[src/sv/tbtd_pkg.sv]
`timescale 1ns / 1ps
`default_nettype none
// ----------------------------------------------------------------------------
// tbtd_pkg
// shared constants, types and field layout of the touch baseline detector
// ----------------------------------------------------------------------------
package tbtd_pkg;

    // block sizing
    localparam int SENSORS     = 5;
    localparam int CAL_SAMPLES = 20;
    localparam int SAMPLE_BITS = 22;

    // fixed request fields
    localparam int SAMPLE_FIELDS = 5;
    localparam int SAMPLE_W      = 22;
    localparam int OK_W          = 5;
    localparam int SEL_W         = 3;
    localparam int NEW_THR_W     = 16;
    localparam int CMD_W         = 2;

    // request tdata layout
    localparam int OK_LSB    = SAMPLE_FIELDS * SAMPLE_W;
    localparam int SEL_LSB   = OK_LSB + OK_W;
    localparam int NTHR_LSB  = SEL_LSB + SEL_W;
    localparam int IN_DATA_W = ((NTHR_LSB + NEW_THR_W + 7) / 8) * 8;

    // result layout
    localparam int MASK_W     = 5;
    localparam int ERR_W      = 2;
    localparam int OUT_DATA_W = ((MASK_W + 7) / 8) * 8;
    localparam int OUT_USER_W = 2 + ERR_W;

    // threshold scaling: thr = floor(floor(sum / CAL_SAMPLES) * 120 / 100)
    localparam int SCALE_NUM = 120;
    localparam int SCALE_DEN = 100;

    // datapath widths
    localparam int SUM_BITS  = SAMPLE_BITS + $clog2(CAL_SAMPLES);
    localparam int AVG_BITS  = SAMPLE_BITS;
    localparam int THR_BITS  = SAMPLE_BITS + 1;
    localparam int PROD_BITS = AVG_BITS + $clog2(SCALE_NUM + 1);
    localparam int P1_W      = 2 * SUM_BITS + 1;
    localparam int P2_W      = 2 * PROD_BITS;
    localparam int CNT_BITS  = $clog2(CAL_SAMPLES + 1);

    // reciprocals, exact after one correction step
    localparam logic [SUM_BITS:0] RECIP1 =
        (SUM_BITS + 1)'((64'd1 << SUM_BITS) / CAL_SAMPLES);
    localparam logic [PROD_BITS-1:0] RECIP2 =
        PROD_BITS'((64'd1 << PROD_BITS) / SCALE_DEN);
    localparam logic [SUM_BITS-1:0]  CAL_SUM   = SUM_BITS'(CAL_SAMPLES);
    localparam logic [PROD_BITS-1:0] SCALE_N_P = PROD_BITS'(SCALE_NUM);
    localparam logic [PROD_BITS-1:0] SCALE_D_P = PROD_BITS'(SCALE_DEN);

    // threshold pipeline settle time, in cycles
    localparam int CALC_LATENCY = 6;
    localparam int LAT_BITS     = $clog2(CALC_LATENCY + 1);

    typedef enum logic [CMD_W-1:0] {
        CMD_CAL = 2'd0,
        CMD_DET = 2'd1,
        CMD_SET = 2'd2
    } t_cmd;

    typedef enum logic [ERR_W-1:0] {
        ERR_NONE     = 2'd0,
        ERR_CAL_READ = 2'd1,
        ERR_RANGE    = 2'd2
    } t_err;

    typedef struct packed {
        logic acc;      // add sample into sum
        logic clr;      // clear sum
        logic load;     // load computed threshold
        logic set_thr;  // write new_threshold
    } t_lane_ctrl;

endpackage
`default_nettype wire

[src/sv/tbtd_merge.sv]
`timescale 1ns / 1ps
`default_nettype none
// ----------------------------------------------------------------------------
// tbtd_merge
// combines lane compare results and holds the touch status vector
// ----------------------------------------------------------------------------
module tbtd_merge (
    input  wire logic                         i_clk,
    input  wire logic                         i_rst_n,
    input  wire logic [tbtd_pkg::SENSORS-1:0] i_touched,
    input  wire logic [tbtd_pkg::SENSORS-1:0] i_differs,
    input  wire logic                         i_det,
    output logic [tbtd_pkg::SENSORS-1:0]      o_status,
    output logic [tbtd_pkg::SENSORS-1:0]      o_status_next,
    output logic                              o_changed
);

    logic [tbtd_pkg::SENSORS-1:0] r_status;
    logic [tbtd_pkg::SENSORS-1:0] n_status;

    // replace only when a good reading disagrees with its stored bit
    assign o_changed = i_det && (|i_differs);
    assign n_status  = o_changed ? i_touched : r_status;

    always_ff @(posedge i_clk) begin
        if (!i_rst_n) begin
            r_status <= '0;
        end else begin
            r_status <= n_status;
        end
    end

    assign o_status      = r_status;
    assign o_status_next = n_status;

endmodule
`default_nettype wire

[config.mk]
export PLATFORM = sky130hd
export DESIGN_NAME = tbtd_merge
export DESIGN_NICKNAME = d
export VERILOG_FILES = /design/src/sv/tbtd_pkg.sv /design/src/sv/tbtd_merge.sv
export SDC_FILE = /design/constraint.sdc
export NUM_CORES = 1
export LEC_CHECK = 0
export BUFFER_PORTS_ARGS = -buffer_cell sky130_fd_sc_hd__buf_2
export CAP_MARGIN = 20
export CELL_PAD_IN_SITES_DETAIL_PLACEMENT = 0
export CELL_PAD_IN_SITES_GLOBAL_PLACEMENT = 1
export CORE_MARGIN = 2
export CORE_UTILIZATION = 30
export CTS_CLUSTER_DIAMETER = 150
export DETAILED_ROUTE_END_ITERATION = 12
export PLACE_DENSITY = 0.77
export SYNTH_ARGS = -nofsm -noshare
export SYNTH_HDL_FRONTEND = slang
export SYNTH_SLANG_ARGS = --single-unit
[constraint.sdc]
create_clock -name i_clk -period 1.3 [get_ports i_clk]
set_input_delay 0 -clock i_clk [delete_from_list [all_inputs] [get_ports i_clk]]
set_output_delay 0 -clock i_clk [all_outputs]
set_load 0.005 [all_outputs]
# Yosys cells after proc, flatten, opt, wreduce, memory -nomap -nowiden
# Cells that the tools add are included.
dict set report totals {
  ff_bits 5
  latchBits 0
  ramBits 0
  mem_bits_ro 0
  in_bits 13
  out_inout_bits 11
  elab_cells 4
  n_memories 0
}
dict set report op_classes {
  addsub 0
  mul 0
  n_div 0
  order_cmp 0
  eq_ne 0
  n_shift 0
  mux 1
  n_bitwise 0
  n_reduce_logical 2
}
# op n
set op_table {}
lappend op_table {{two-way mux 5 bit} 1}
lappend op_table {{OR reduction 5 bit} 1}
lappend op_table {{logical AND 1 bit} 1}

# Longest topological paths before layout
dict set report logic_depth {
  ltp_word 3
  mapped_depth 3
  mapped_depth_nobuf 3
}

# Worst setup path before layout
# Ideal clock, no wire load.
dict set report synth_path {
  path_type {input to register}
  from {in i_differs[1] in the netlist's numbering}
  to {reg r_status, in the netlist o_status[0]}
  arrival_time_ns 0.581
  slack_ns 0.587
  path_stages 3
  path_cell_list {or3_4 -> nand3_2 -> a41oi_2}
}
dict set report synth_via {
  elab_chain_cells 3
}
# element line
set synth_lines {}
lappend synth_lines {{from (decl)} tbtd_merge.sv:11} ;# input wire logic [tbtd_pkg::SENSORS-1:0] i_differs,
lappend synth_lines {{OR reduction 5 bit} tbtd_merge.sv:22} ;# assign o_changed = i_det && (|i_differs);
lappend synth_lines {{logical AND 1 bit} tbtd_merge.sv:22}
lappend synth_lines {{two-way mux 5 bit} tbtd_merge.sv:23} ;# assign n_status = o_changed ? i_touched : r_status;
lappend synth_lines {{to (signal assigned)} tbtd_merge.sv:29} ;# r_status <= n_status;
lappend synth_lines {{to (decl)} tbtd_merge.sv:18} ;# logic [tbtd_pkg::SENSORS-1:0] r_status;
# Every way passes these cells.
# A chain may end at the register's enable or synchronous reset.

# Worst setup path in the final report
dict set report layout_path {
  from {reg r_status, in the netlist o_status[1]}
  to {out o_status_next[1] in the netlist's numbering}
}
dict set report layout_via {
  elab_chain_cells 1
}
# element line
set layout_lines {}
lappend layout_lines {{two-way mux 5 bit} tbtd_merge.sv:23}
lappend layout_lines {{to (decl)} tbtd_merge.sv:14} ;# output logic [tbtd_pkg::SENSORS-1:0] o_status_next,
# Every way passes these cells.

==> impl_metrics.json <==
{
  "mostFrequentLayoutCells": "buf_2 (23), nand3_1 (10)",
  "grt_pass1_vias": 434,
  "status": "finished, final reports clean",
  "period_needed_ps": 949,
  "final_util_pct": 43.6,
  "hold_viol": 0,
  "yosys_warnings": 0,
  "cts-buffers-inserted": 3,
  "cts_root_buffer": "clkbuf_4",
  "finalSetupViolCount": 0,
  "hp-class": "primary input to flip-flop",
  "routedWlPerCell_um": 12.5,
  "synthesis.nets": 55,
  "largest_register_ff_count": 5,
  "clock_path_buffers": 2,
  "dp_worst_setup_slack_ps": 404,
  "htreeDepth": 1,
  "critical_path_class": "flip-flop to primary output",
  "place_area_um2": 527,
  "num_antenna_cells": 0,
  "synth.area.top_cells": "dfxtp_1 (25%), a41oi_2 (20%), nand3_1 (13%)",
  "fmax_mhz": 1050,
  "final_common_cell": "buf_2",
  "area_delta_synth_final_pct": 38.1,
  "grt_max_degree": 17,
  "cts.sinks": 5,
  "hpwl_um": 783,
  "multi_input_area_um2": 289,
  "ant_nets": 0,
  "syn_area_um2": 400,
  "drc": 0,
  "die_area_mm2": 0.00164,
  "dp.cells": 79,
  "cts.repair.resized": 0,
  "cap_violations": 0,
  "synth.avg_cell_area_um2": 9.53,
  "wl_um": 1040,
  "worstMarginPinSlew_ps": 358,
  "port_buffers": 23,
  "first_pass_iters": 4,
  "ys_seq_area_share_pct": 25.0,
  "finalCritPeriodShare_pct": 73.0,
  "synth_area_leader_cell": "dfxtp_1",
  "layout.cells.non_filler": 83,
  "slew-limit-headroom_pct": 76.0,
  "holdBufCountCts": 0,
  "required_ps": 1300,
  "core_area_mm2": 0.00127,
  "num_vias": 454,
  "synth.top_cell.area_share_pct": 25.0,
  "skew_ps": 0,
  "grt_usage_pct": 17.2,
  "io_pins": 24,
  "drive_above_1_share_pct": 57.4,
  "gp_congestion": 0.647,
  "final_area_um2": 553,
  "die_w_um": 40.5,
  "setup_slack_ps": 351,
  "p_per_area_mw_per_mm2": 899,
  "fin_nets": 82,
  "clock_latency_ps": 240,
  "leakage_nw": 0.234,
  "post_cts_buffers": 0,
  "timing.setup.tns_ps": 0,
  "antenna_found_initial": 0,
  "fp-row-count": 13,
  "grt_pass1_wl_um": 1760,
  "worstPathMaxFanout": 3,
  "crit_arrival_ps": 950,
  "fill_cells": 140,
  "yosysUniqueCellTypes": 13,
  "rsz0062_at_grt": "no",
  "regArea_um2": 100,
  "drv_slew": 0,
  "initial_utilization_pct": 31.6,
  "cp-start-kind": "flip-flop",
  "die_h_um": 40.5,
  "routed_via_density": 5.47,
  "ir_worst_vdd_mv": 0.367,
  "syn-instance-count": 42,
  "end_kind": "primary output",
  "cts_tree": "done",
  "gr-total-overflow": 0,
  "first_iter_violations": 6,
  "clkSlewWorstSetupHoldPaths_ps": 50,
  "ys_seq_elements": 5
}
## routing by layer
metal  track usage [%]  vias up  wire, µm
met5                 0        -         0
met4              10.0        0        13
met3              6.67        2        64
met2              25.8       18       511
met1              20.4      212       446
li1                  -      222         -
## worst max-delay path: stages, from the launching register on
cell and delay [ps]:
dfxtp_1 360, nand3_1 110, nand4_1 120, buf_2 110
## stage by stage
step,total power [mW],hold slack (ps)
3_5_place_dp,0.314,338
2_1_floorplan,0.250,145
4_1_cts,0.511,71.7
3_3_place_gp,0.314,332
6_report,0.497,83.0
5_1_grt,0.537,76.8
## worst paths after layout
| path | cells after the start | slack [ps] | end | startpoint |
|---|---|---|---|---|
| setup reg to reg | 2 | 580 | o_status[1] | o_status[1] |
| hold / removal | 3 | 80 | o_status[1] | i_touched[1] |
| setup / recovery | 3 | 350 | o_status_next[1] | o_status[1] |
| hold reg to reg | 2 | 580 | o_status[2] | o_status[2] |
## Yosys cell counts
library cell	number
nand3_1	10
nand4_1	5
nand3_2	5
a41oi_2	5
nand2b_1	5
nor3_4	1
or3_4	1
buf_4	1
dfxtp_1	5
inv_1	1
a21boi_0	1
or2_2	1
nor2_1	1
## cells by family (layout without fill, tap and decap cells)
family / after synthesis / in the layout / share of synthesized area, %
compound gates: 6 / 6 / 22.2
buf+inv: 2 / 28 / 2.81
flops: 5 / 5 / 25.0
simple gates: 29 / 29 / 50.0
## where the power goes
group	leakage [nW]	total [mW]	internal, mW	switching (mW)
sequential	0.0415	0.175	0.166	0.00885
clock	0.0150	0.187	0.117	0.0709
combinational	0.177	0.134	0.0648	0.0696
total	0.234	0.497	0.348	0.149
## area by class of cell
type                    instances  share of cell area (%)
repair buffers                 23                    20.8
well taps                      15                    3.39
inverters                       1                   0.679
flip-flops and latches          5                    18.1
clock buffers                   4                    4.75
multi-input cells              35                    52.3
(Power assumes the default switching activity.)
