## src/sv/tbtd_pkg.sv

```systemverilog
`timescale 1ns / 1ps
`default_nettype none
// ----------------------------------------------------------------------------
// tbtd_pkg
// shared constants, types and field layout of the touch baseline detector
// ----------------------------------------------------------------------------
package tbtd_pkg;

    // block sizing
    localparam int SENSORS     = 5;
    localparam int CAL_SAMPLES = 20;
    localparam int SAMPLE_BITS = 22;

    // fixed request fields
    localparam int SAMPLE_FIELDS = 5;
    localparam int SAMPLE_W      = 22;
    localparam int OK_W          = 5;
    localparam int SEL_W         = 3;
    localparam int NEW_THR_W     = 16;
    localparam int CMD_W         = 2;

    // request tdata layout
    localparam int OK_LSB    = SAMPLE_FIELDS * SAMPLE_W;
    localparam int SEL_LSB   = OK_LSB + OK_W;
    localparam int NTHR_LSB  = SEL_LSB + SEL_W;
    localparam int IN_DATA_W = ((NTHR_LSB + NEW_THR_W + 7) / 8) * 8;

    // result layout
    localparam int MASK_W     = 5;
    localparam int ERR_W      = 2;
    localparam int OUT_DATA_W = ((MASK_W + 7) / 8) * 8;
    localparam int OUT_USER_W = 2 + ERR_W;

    // threshold scaling: thr = floor(floor(sum / CAL_SAMPLES) * 120 / 100)
    localparam int SCALE_NUM = 120;
    localparam int SCALE_DEN = 100;

    // datapath widths
    localparam int SUM_BITS  = SAMPLE_BITS + $clog2(CAL_SAMPLES);
    localparam int AVG_BITS  = SAMPLE_BITS;
    localparam int THR_BITS  = SAMPLE_BITS + 1;
    localparam int PROD_BITS = AVG_BITS + $clog2(SCALE_NUM + 1);
    localparam int P1_W      = 2 * SUM_BITS + 1;
    localparam int P2_W      = 2 * PROD_BITS;
    localparam int CNT_BITS  = $clog2(CAL_SAMPLES + 1);

    // reciprocals, exact after one correction step
    localparam logic [SUM_BITS:0] RECIP1 =
        (SUM_BITS + 1)'((64'd1 << SUM_BITS) / CAL_SAMPLES);
    localparam logic [PROD_BITS-1:0] RECIP2 =
        PROD_BITS'((64'd1 << PROD_BITS) / SCALE_DEN);
    localparam logic [SUM_BITS-1:0]  CAL_SUM   = SUM_BITS'(CAL_SAMPLES);
    localparam logic [PROD_BITS-1:0] SCALE_N_P = PROD_BITS'(SCALE_NUM);
    localparam logic [PROD_BITS-1:0] SCALE_D_P = PROD_BITS'(SCALE_DEN);

    // threshold pipeline settle time, in cycles
    localparam int CALC_LATENCY = 6;
    localparam int LAT_BITS     = $clog2(CALC_LATENCY + 1);

    typedef enum logic [CMD_W-1:0] {
        CMD_CAL = 2'd0,
        CMD_DET = 2'd1,
        CMD_SET = 2'd2
    } t_cmd;

    typedef enum logic [ERR_W-1:0] {
        ERR_NONE     = 2'd0,
        ERR_CAL_READ = 2'd1,
        ERR_RANGE    = 2'd2
    } t_err;

    typedef struct packed {
        logic acc;      // add sample into sum
        logic clr;      // clear sum
        logic load;     // load computed threshold
        logic set_thr;  // write new_threshold
    } t_lane_ctrl;

endpackage
`default_nettype wire

```

## src/sv/tbtd_lane.sv

```systemverilog
`timescale 1ns / 1ps
`default_nettype none
// ----------------------------------------------------------------------------
// tbtd_lane
// one sensor: calibration sum, threshold, threshold divider pipeline, compare
// ----------------------------------------------------------------------------
module tbtd_lane (
    input  wire logic                             i_clk,
    input  wire logic                             i_rst_n,
    input  wire logic [tbtd_pkg::SAMPLE_BITS-1:0] i_sample,
    input  wire logic                             i_ok,
    input  wire logic                             i_status,
    input  wire logic [tbtd_pkg::NEW_THR_W-1:0]   i_new_threshold,
    input  wire tbtd_pkg::t_lane_ctrl             i_ctrl,
    output logic                                  o_touched,
    output logic                                  o_differs
);

    logic [tbtd_pkg::SUM_BITS-1:0]  r_sum;
    logic [tbtd_pkg::THR_BITS-1:0]  r_thr;
    logic [tbtd_pkg::P1_W-1:0]      r_p1;
    logic [tbtd_pkg::AVG_BITS-1:0]  r_q0;
    logic [tbtd_pkg::AVG_BITS-1:0]  r_avg;
    logic [tbtd_pkg::PROD_BITS-1:0] r_prod;
    logic [tbtd_pkg::P2_W-1:0]      r_p2;

    logic [tbtd_pkg::P1_W-1:0]      w_p1;
    logic [tbtd_pkg::SUM_BITS-1:0]  w_q0_ext;
    logic [tbtd_pkg::SUM_BITS-1:0]  w_rem1;
    logic [tbtd_pkg::AVG_BITS-1:0]  w_avg;
    logic [tbtd_pkg::P2_W-1:0]      w_p2;
    logic [tbtd_pkg::THR_BITS-1:0]  w_q2;
    logic [tbtd_pkg::PROD_BITS-1:0] w_q2_ext;
    logic [tbtd_pkg::PROD_BITS-1:0] w_rem2;
    logic [tbtd_pkg::THR_BITS-1:0]  w_thr_calc;

    // sum / CAL_SAMPLES: reciprocal multiply, then one correction
    assign w_p1     = tbtd_pkg::P1_W'(r_sum) * tbtd_pkg::P1_W'(tbtd_pkg::RECIP1);
    assign w_q0_ext = tbtd_pkg::SUM_BITS'(r_q0);
    assign w_rem1   = r_sum - w_q0_ext * tbtd_pkg::CAL_SUM;
    assign w_avg    = r_q0 + tbtd_pkg::AVG_BITS'(w_rem1 >= tbtd_pkg::CAL_SUM);

    // avg * 120 / 100: constant multiply, reciprocal multiply, correction
    assign w_p2       = tbtd_pkg::P2_W'(r_prod) * tbtd_pkg::P2_W'(tbtd_pkg::RECIP2);
    assign w_q2       = r_p2[tbtd_pkg::PROD_BITS +: tbtd_pkg::THR_BITS];
    assign w_q2_ext   = tbtd_pkg::PROD_BITS'(w_q2);
    assign w_rem2     = r_prod - w_q2_ext * tbtd_pkg::SCALE_D_P;
    assign w_thr_calc = w_q2 + tbtd_pkg::THR_BITS'(w_rem2 >= tbtd_pkg::SCALE_D_P);

    // divider pipeline runs freely; sum is held while it settles
    always_ff @(posedge i_clk) begin
        r_p1   <= w_p1;
        r_q0   <= r_p1[tbtd_pkg::SUM_BITS +: tbtd_pkg::AVG_BITS];
        r_avg  <= w_avg;
        r_prod <= tbtd_pkg::PROD_BITS'(r_avg) * tbtd_pkg::SCALE_N_P;
        r_p2   <= w_p2;
    end

    always_ff @(posedge i_clk) begin
        if (!i_rst_n) begin
            r_sum <= '0;
            r_thr <= '0;
        end else begin
            if (i_ctrl.clr) begin
                r_sum <= '0;
            end else if (i_ctrl.acc) begin
                r_sum <= r_sum + tbtd_pkg::SUM_BITS'(i_sample);
            end
            if (i_ctrl.load) begin
                r_thr <= w_thr_calc;
            end else if (i_ctrl.set_thr) begin
                r_thr <= tbtd_pkg::THR_BITS'(i_new_threshold);
            end
        end
    end

    assign o_touched = i_ok && ({1'b0, i_sample} > r_thr);
    assign o_differs = i_ok && (o_touched != i_status);

endmodule
`default_nettype wire

```

## config.mk

```make
export PLATFORM = sky130hd
export DESIGN_NAME = tbtd_lane
export DESIGN_NICKNAME = d
export VERILOG_FILES = /design/src/sv/tbtd_pkg.sv /design/src/sv/tbtd_lane.sv
export SDC_FILE = /design/constraint.sdc
export NUM_CORES = 2
export LEC_CHECK = 0
export BUFFER_PORTS_ARGS = -buffer_cell sky130_fd_sc_hd__buf_2
export CELL_PAD_IN_SITES_DETAIL_PLACEMENT = 0
export CELL_PAD_IN_SITES_GLOBAL_PLACEMENT = 2
export CORE_ASPECT_RATIO = 0.6
export CORE_MARGIN = 2
export CORE_UTILIZATION = 35
export DETAILED_ROUTE_END_ITERATION = 7
export GPL_ROUTABILITY_DRIVEN = 0
export PLACE_DENSITY_LB_ADDON = 0.1
export SYNTH_ARGS = -nofsm -noshare
export SYNTH_HDL_FRONTEND = slang
export SYNTH_SLANG_ARGS = --single-unit
```

## constraint.sdc

```tcl
create_clock -name i_clk -period 6.6 [get_ports i_clk]
set_input_delay 0.33 -clock i_clk [delete_from_list [all_inputs] [get_ports i_clk]]
set_output_delay 0.33 -clock i_clk [all_outputs]
set_load 0.005 [all_outputs]
```

; Word level (Yosys, flattened, before mapping)
; Cells that the tools add are included.
[totals]
out_inout_bits = 2
regBits = 220
romBits = 0
ramBits = 0
latchBits = 0
word_cells = 28
input_bits = 46
memories = 0
[op_classes]
n_reduce_logical = 4
n_mux = 2
eq_ne = 1
n_shift = 0
n_mul = 5
bitwise = 1
add_sub_neg = 5
n_lt_le_gt_ge = 3
div_mod_pow = 0
[op_table]
columns = operator, n
row1 = $mul 26x23->49 const B, 1
row2 = $mul 27x22->48 const B, 1
row3 = $mux 23, 2
row4 = $ge 29x7->1 const B, 1
row5 = $sub 29x29->29, 1
row6 = $add 27x22->27, 1
row7 = $ge 27x5->1 const B, 1
row8 = $mul 23x5->27 const B, 1
row9 = $sub 27x27->27, 1
row10 = $mul 22x4->26 const B, 1
row11 = $mul 22x3->25 const B, 1
row12 = $add 23x1->23, 1
row13 = $gt 22x23->1, 1
row14 = $add 22x1->22, 1
row15 = $logic_and 1x1->1, 2
row16 = $reduce_bool 2->1, 1
row17 = $reduce_or 2->1, 1
row18 = $ne 1x1->1, 1
row19 = $not 1->1, 1

; Logic depth before layout (Yosys ltp)
[logic_depth]
depth_word = 5
ltp_mapped = 34
ltp_nobuf = 34

; Worst setup path after synthesis
; OpenSTA, ideal clock, no wires.
[synth_path]
path_type = register to register
start = reg r_sum[14] (netlist bit)
end = reg r_p1[47] (netlist bit)
synth_period_minus_slack_ns = 6.492
setup_time_ns = 0.118
required_time_ns = 6.482
path_buffers = 0
setup_slack_ns = 0.108
arrival_time_ns = 6.374
path_stages_with_launch = 23
path_cell_list = dfxtp_1 ha_1 inv_1 fa_1 fa_1 inv_1 fa_1 inv_1 fa_1 inv_1 fa_1 fa_1 ha_1 nand4_1 nor2_1 nand3_1 a2111oi_0 o21ai_1 a22oi_1 a41oi_1 o21bai_1 a21oi_1 xnor2_1
[synth_between]
elab_chain_cells = 1
[synth_rtl]
columns = item, line
row1 = start: declaration, tbtd_lane.sv:19  ; logic [tbtd_pkg::SUM_BITS-1:0] r_sum;
row2 = start signal: assignment, tbtd_lane.sv:67  ; r_sum <= r_sum + tbtd_pkg::SUM_BITS'(i_sample);
row3 = $mul 27x22->48, tbtd_lane.sv:38  ; assign w_p1 = tbtd_pkg::P1_W'(r_sum) * tbtd_pkg::P1_W'(tbtd_pkg::RECIP1);
row4 = net w_p1 (one bit), tbtd_lane.sv:27  ; logic [tbtd_pkg::P1_W-1:0] w_p1;
row5 = end signal: assignment, tbtd_lane.sv:52  ; r_p1 <= w_p1;
row6 = end: declaration, tbtd_lane.sv:21  ; logic [tbtd_pkg::P1_W-1:0] r_p1;
; The timed path passes the listed nets, and every way through them passes these cells.
; A chain may end at the register's enable or synchronous reset.

; Worst setup path after layout
[layout_path]
start = reg r_p2[35] (netlist bit)
end = reg r_thr[18] (netlist bit)
[layout_between]
elab_chain_cells = 5
[layout_rtl]
columns = item, line
row1 = start: declaration, tbtd_lane.sv:25  ; logic [tbtd_pkg::P2_W-1:0] r_p2;
row2 = start signal: assignment, tbtd_lane.sv:56  ; r_p2 <= w_p2;
row3 = $mul 23x5->27, tbtd_lane.sv:47  ; assign w_rem2 = r_prod - w_q2_ext * tbtd_pkg::SCALE_D_P;
row4 = $sub 29x29->29, tbtd_lane.sv:47
row5 = $ge 29x7->1, tbtd_lane.sv:48  ; assign w_thr_calc = w_q2 + tbtd_pkg::THR_BITS'(w_rem2 >= tbtd_pkg::SCALE_D_P);
row6 = $add 23x1->23 (*), tbtd_lane.sv:48
row7 = $mux 23 (*), tbtd_lane.sv:69  ; if (i_ctrl.load) begin
row8 = end signal: assignment, tbtd_lane.sv:70  ; r_thr <= w_thr_calc;
row9 = end signal: assignment, tbtd_lane.sv:72  ; r_thr <= tbtd_pkg::THR_BITS'(i_new_threshold);
row10 = end: declaration, tbtd_lane.sv:20  ; logic [tbtd_pkg::THR_BITS-1:0] r_thr;
; Every way passes the cells marked *; elsewhere a longest branch is shown, timed or not.

==> reports/results.txt <==
run status -> finished with violations
violated checks -> setup timing
Post-Synthesis Mean Instance Area -> 9.72 um^2
detailed-route wire length -> 108,000 um
Layout Skew -> 0.0213 ns
DR DRC count -> 0
Critical Path Sink Type -> flip-flop
Crit path largest cell delay -> 0.48 ns
TritonCTS Buffers -> 17
Root Buffer Master -> clkbuf_16
Fmax -> 148 MHz
chip width -> 403 um
total of hold buffers inserted after clock tree synthesis -> 0
initial antenna violation count -> 3
DP Wirelength -> 95,700 um
Diodes inserted -> 0
largest fanout of any net on the critical path -> 4
maximum number of pins on one net before global-route repair -> 47
CP max stage cell -> fa_1
Starting DRT DRC Count -> 1,461
measured slew at the worst slew-check pin -> 0.867 ns
unrepaired setup endpoints after global routing -> yes
Final min period -> 6.75 ns
CP arrival -> 7.20 ns
Crit Path Category -> flip-flop to flip-flop
Critical Path Source Type -> flip-flop
async set-reset flop share out of synthesis -> 0%
Net count, final -> 5,266
share of the yosys chip area belonging to registers -> 9.87%
First-pass DRT Iterations -> 5
core area -> 94,400 um^2
final period utilization -> 102%
die outline area -> 98,200 um^2
final setup violation count -> 16
most numerous cell on the critical path -> ha_1
number of vias after detailed routing -> 25,765
number of hold-slack violations in the final timing report -> 0
post-synthesis to final-layout area growth -> 23.9%
critical path required time -> 7.05 ns
remaining max-slew budget at the tightest pin -> 42.2%
height of the chip -> 244 um
starting density of the core -> 35.5%
ys flop type -> dfxtp_1
count of standard-cell rows -> 87
# clock sinks -> 165
Post-Syn Instances -> 3,442
number of distinct library cell variants in the gate-level netlist after synthesis -> 76
pins over their slew limit -> 0
number of input and output port buffers inserted -> 47
TritonCTS clock tree -> done
global-route wire length before repair -> 170,000 um
flops & latches, synth -> 165
number of enable-type register cells in the synthesized netlist -> 0
clk buf depth -> 2
Yosys Warn Count -> 0
leftover overflow at the end of global routing -> 0
Wirelength per Cell -> 20.7 um
CTS HTree Levels -> 4
Tightest Hold Check Type -> primary input to flip-flop
number of max-cap violations -> 0
vias in the first global route -> 27,958
Post-Syn Area -> 33,500 um^2
I/O pin cnt -> 48
Worst-path clk slew -> 0.09 ns
post-synth net total -> 4,728
share of layout cells above drive strength 1 -> 21.2%
Setup WS pre-CTS -> -0.913 ns
ratio of routed vias to standard cells -> 4.92
Worst-Skew Late Latency -> 0.52 ns
combined global-route utilization of all metal layers -> 22.9%
antenna violation net count after detailed routing -> 0
worst-case setup margin in the final layout -> -0.149 ns
-- per-layer routing --
metal	global-route usage, %	vias to the layer above	share of wire (%)
met1	36.3	12823	54
met3	3.37	51	4.0
met2	32.9	381	41
met4	3.25	0	0.97
li1	-	12510	-
met5	0	-	0
-- final cells by class --
type / count / area (um^2)
Clock buffer: 17 / 425
Timing Repair Buffer: 544 / 4220
Inverter: 712 / 2670
Clock inverter: 15 / 216
Fill cell: 9103 / 52900
Tap cell: 1246 / 1560
Sequential cell: 165 / 3370
Multi-Input combinational cell: 2540 / 29000
-- metrics by stage --
stage               hold WS (ns)  TNS [ns]  utilization [%]  instance area [um^2]  std cells
floorplan                  0.310         0                -                 33500       3442
global placement           0.313    -26.78             41.2                 38900       5181
detailed placement         0.312    -29.74             41.2                 38900       5181
CTS                        0.103   -0.0293             42.6                 40200       5224
global route               0.147    -12.98             43.9                 41400       5239
finish                     0.151     -1.19             43.9                 41400       5239
-- timing repair --
item                                    in CTS  in global routing
buffers inserted                            12                 20
endpoints found under the hold margin        0                  0
resized for setup                          132                227
pin swaps                                   85                156
endpoints found under the setup margin      67                 70
-- sequential cells by signal, indices dropped and copies added (netlist names) --
register / flops
r_avg: 22
r_p1: 22
r_p2: 23
r_prod: 26
r_q0: 22
r_sum: 27
r_thr: 23
-- layout by cell type (no fill, tap or decap), types with 42 or more instances in the layout --
cell type    n
buf_4      462
inv_1      705
nand2_1    126
dfxtp_1    133
ha_1       689
nor2_1     117
a21o_1      72
fa_1       493
a21oi_1    140
xor2_1      62
ha_4        42
nand3_1     49
xnor2_1     88
buf_2       47
o21ai_0     80
-- critical path, delay by kind of cell, from the launching register on --
| family | cells | cell delay (ns) |
|---|---|---|
| compound gates | 12 | 1.99 |
| xor+xnor | 3 | 0.47 |
| fa+ha+maj | 7 | 1.94 |
| buf+inv | 2 | 0.32 |
| flops | 1 | 0.36 |
| simple gates | 9 | 1.60 |
-- cells in the mapped netlist (10+ instances only) --
cell | n | area, um^2
a211oi_1 | 28 | 210
a21o_1 | 72 | 541
a21oi_1 | 154 | 771
a31oi_1 | 13 | 81.3
and3_1 | 29 | 181
clkbuf_1 | 19 | 71.3
dfxtp_1 | 165 | 3300
fa_1 | 505 | 10100
ha_1 | 735 | 9200
inv_1 | 712 | 2670
mux2i_1 | 22 | 220
nand2_1 | 143 | 537
nand2b_1 | 33 | 206
nand3_1 | 65 | 325
nand4_1 | 32 | 200
nor2_1 | 126 | 473
nor2b_1 | 31 | 194
nor3_1 | 40 | 200
nor3b_1 | 12 | 90.1
o211a_1 | 15 | 150
o211ai_1 | 10 | 75.1
o21a_1 | 37 | 278
o21ai_0 | 96 | 480
o21bai_1 | 13 | 97.6
o31ai_1 | 10 | 75.1
or3_1 | 12 | 75.1
xnor2_1 | 110 | 963
xor2_1 | 72 | 631
-- cell families (layout without fill, tap and decap cells) --
logic type / count (synthesis) / count (layout) / share of synthesized area [%]
buf+inv: 737 / 1288 / 8.27
compound gates: 526 / 526 / 10.2
simple gates: 568 / 568 / 8.41
fa+ha+maj: 1240 / 1240 / 57.7
xor+xnor: 183 / 183 / 4.83
flops: 165 / 165 / 9.87
mux: 23 / 23 / 0.692
-- path summary, 6_finish.rpt --
| check | to | slack [ns] | depth (start not counted) | startpoint |
|---|---|---|---|---|
| setup / recovery | r_thr[18] | -0.15 | 33 | r_p2[35] |
| hold / removal | r_thr[5] | 0.15 | 4 | i_new_threshold[5] |
| setup reg to reg | r_thr[18] | -0.15 | 33 | r_p2[35] |
| hold reg to reg | r_q0[1] | 0.33 | 0 | r_p1[28] |
Power is left out: the tool's default activity adds up to more than one toggle a clock period on the data nets, which glitch-free logic cannot reach.
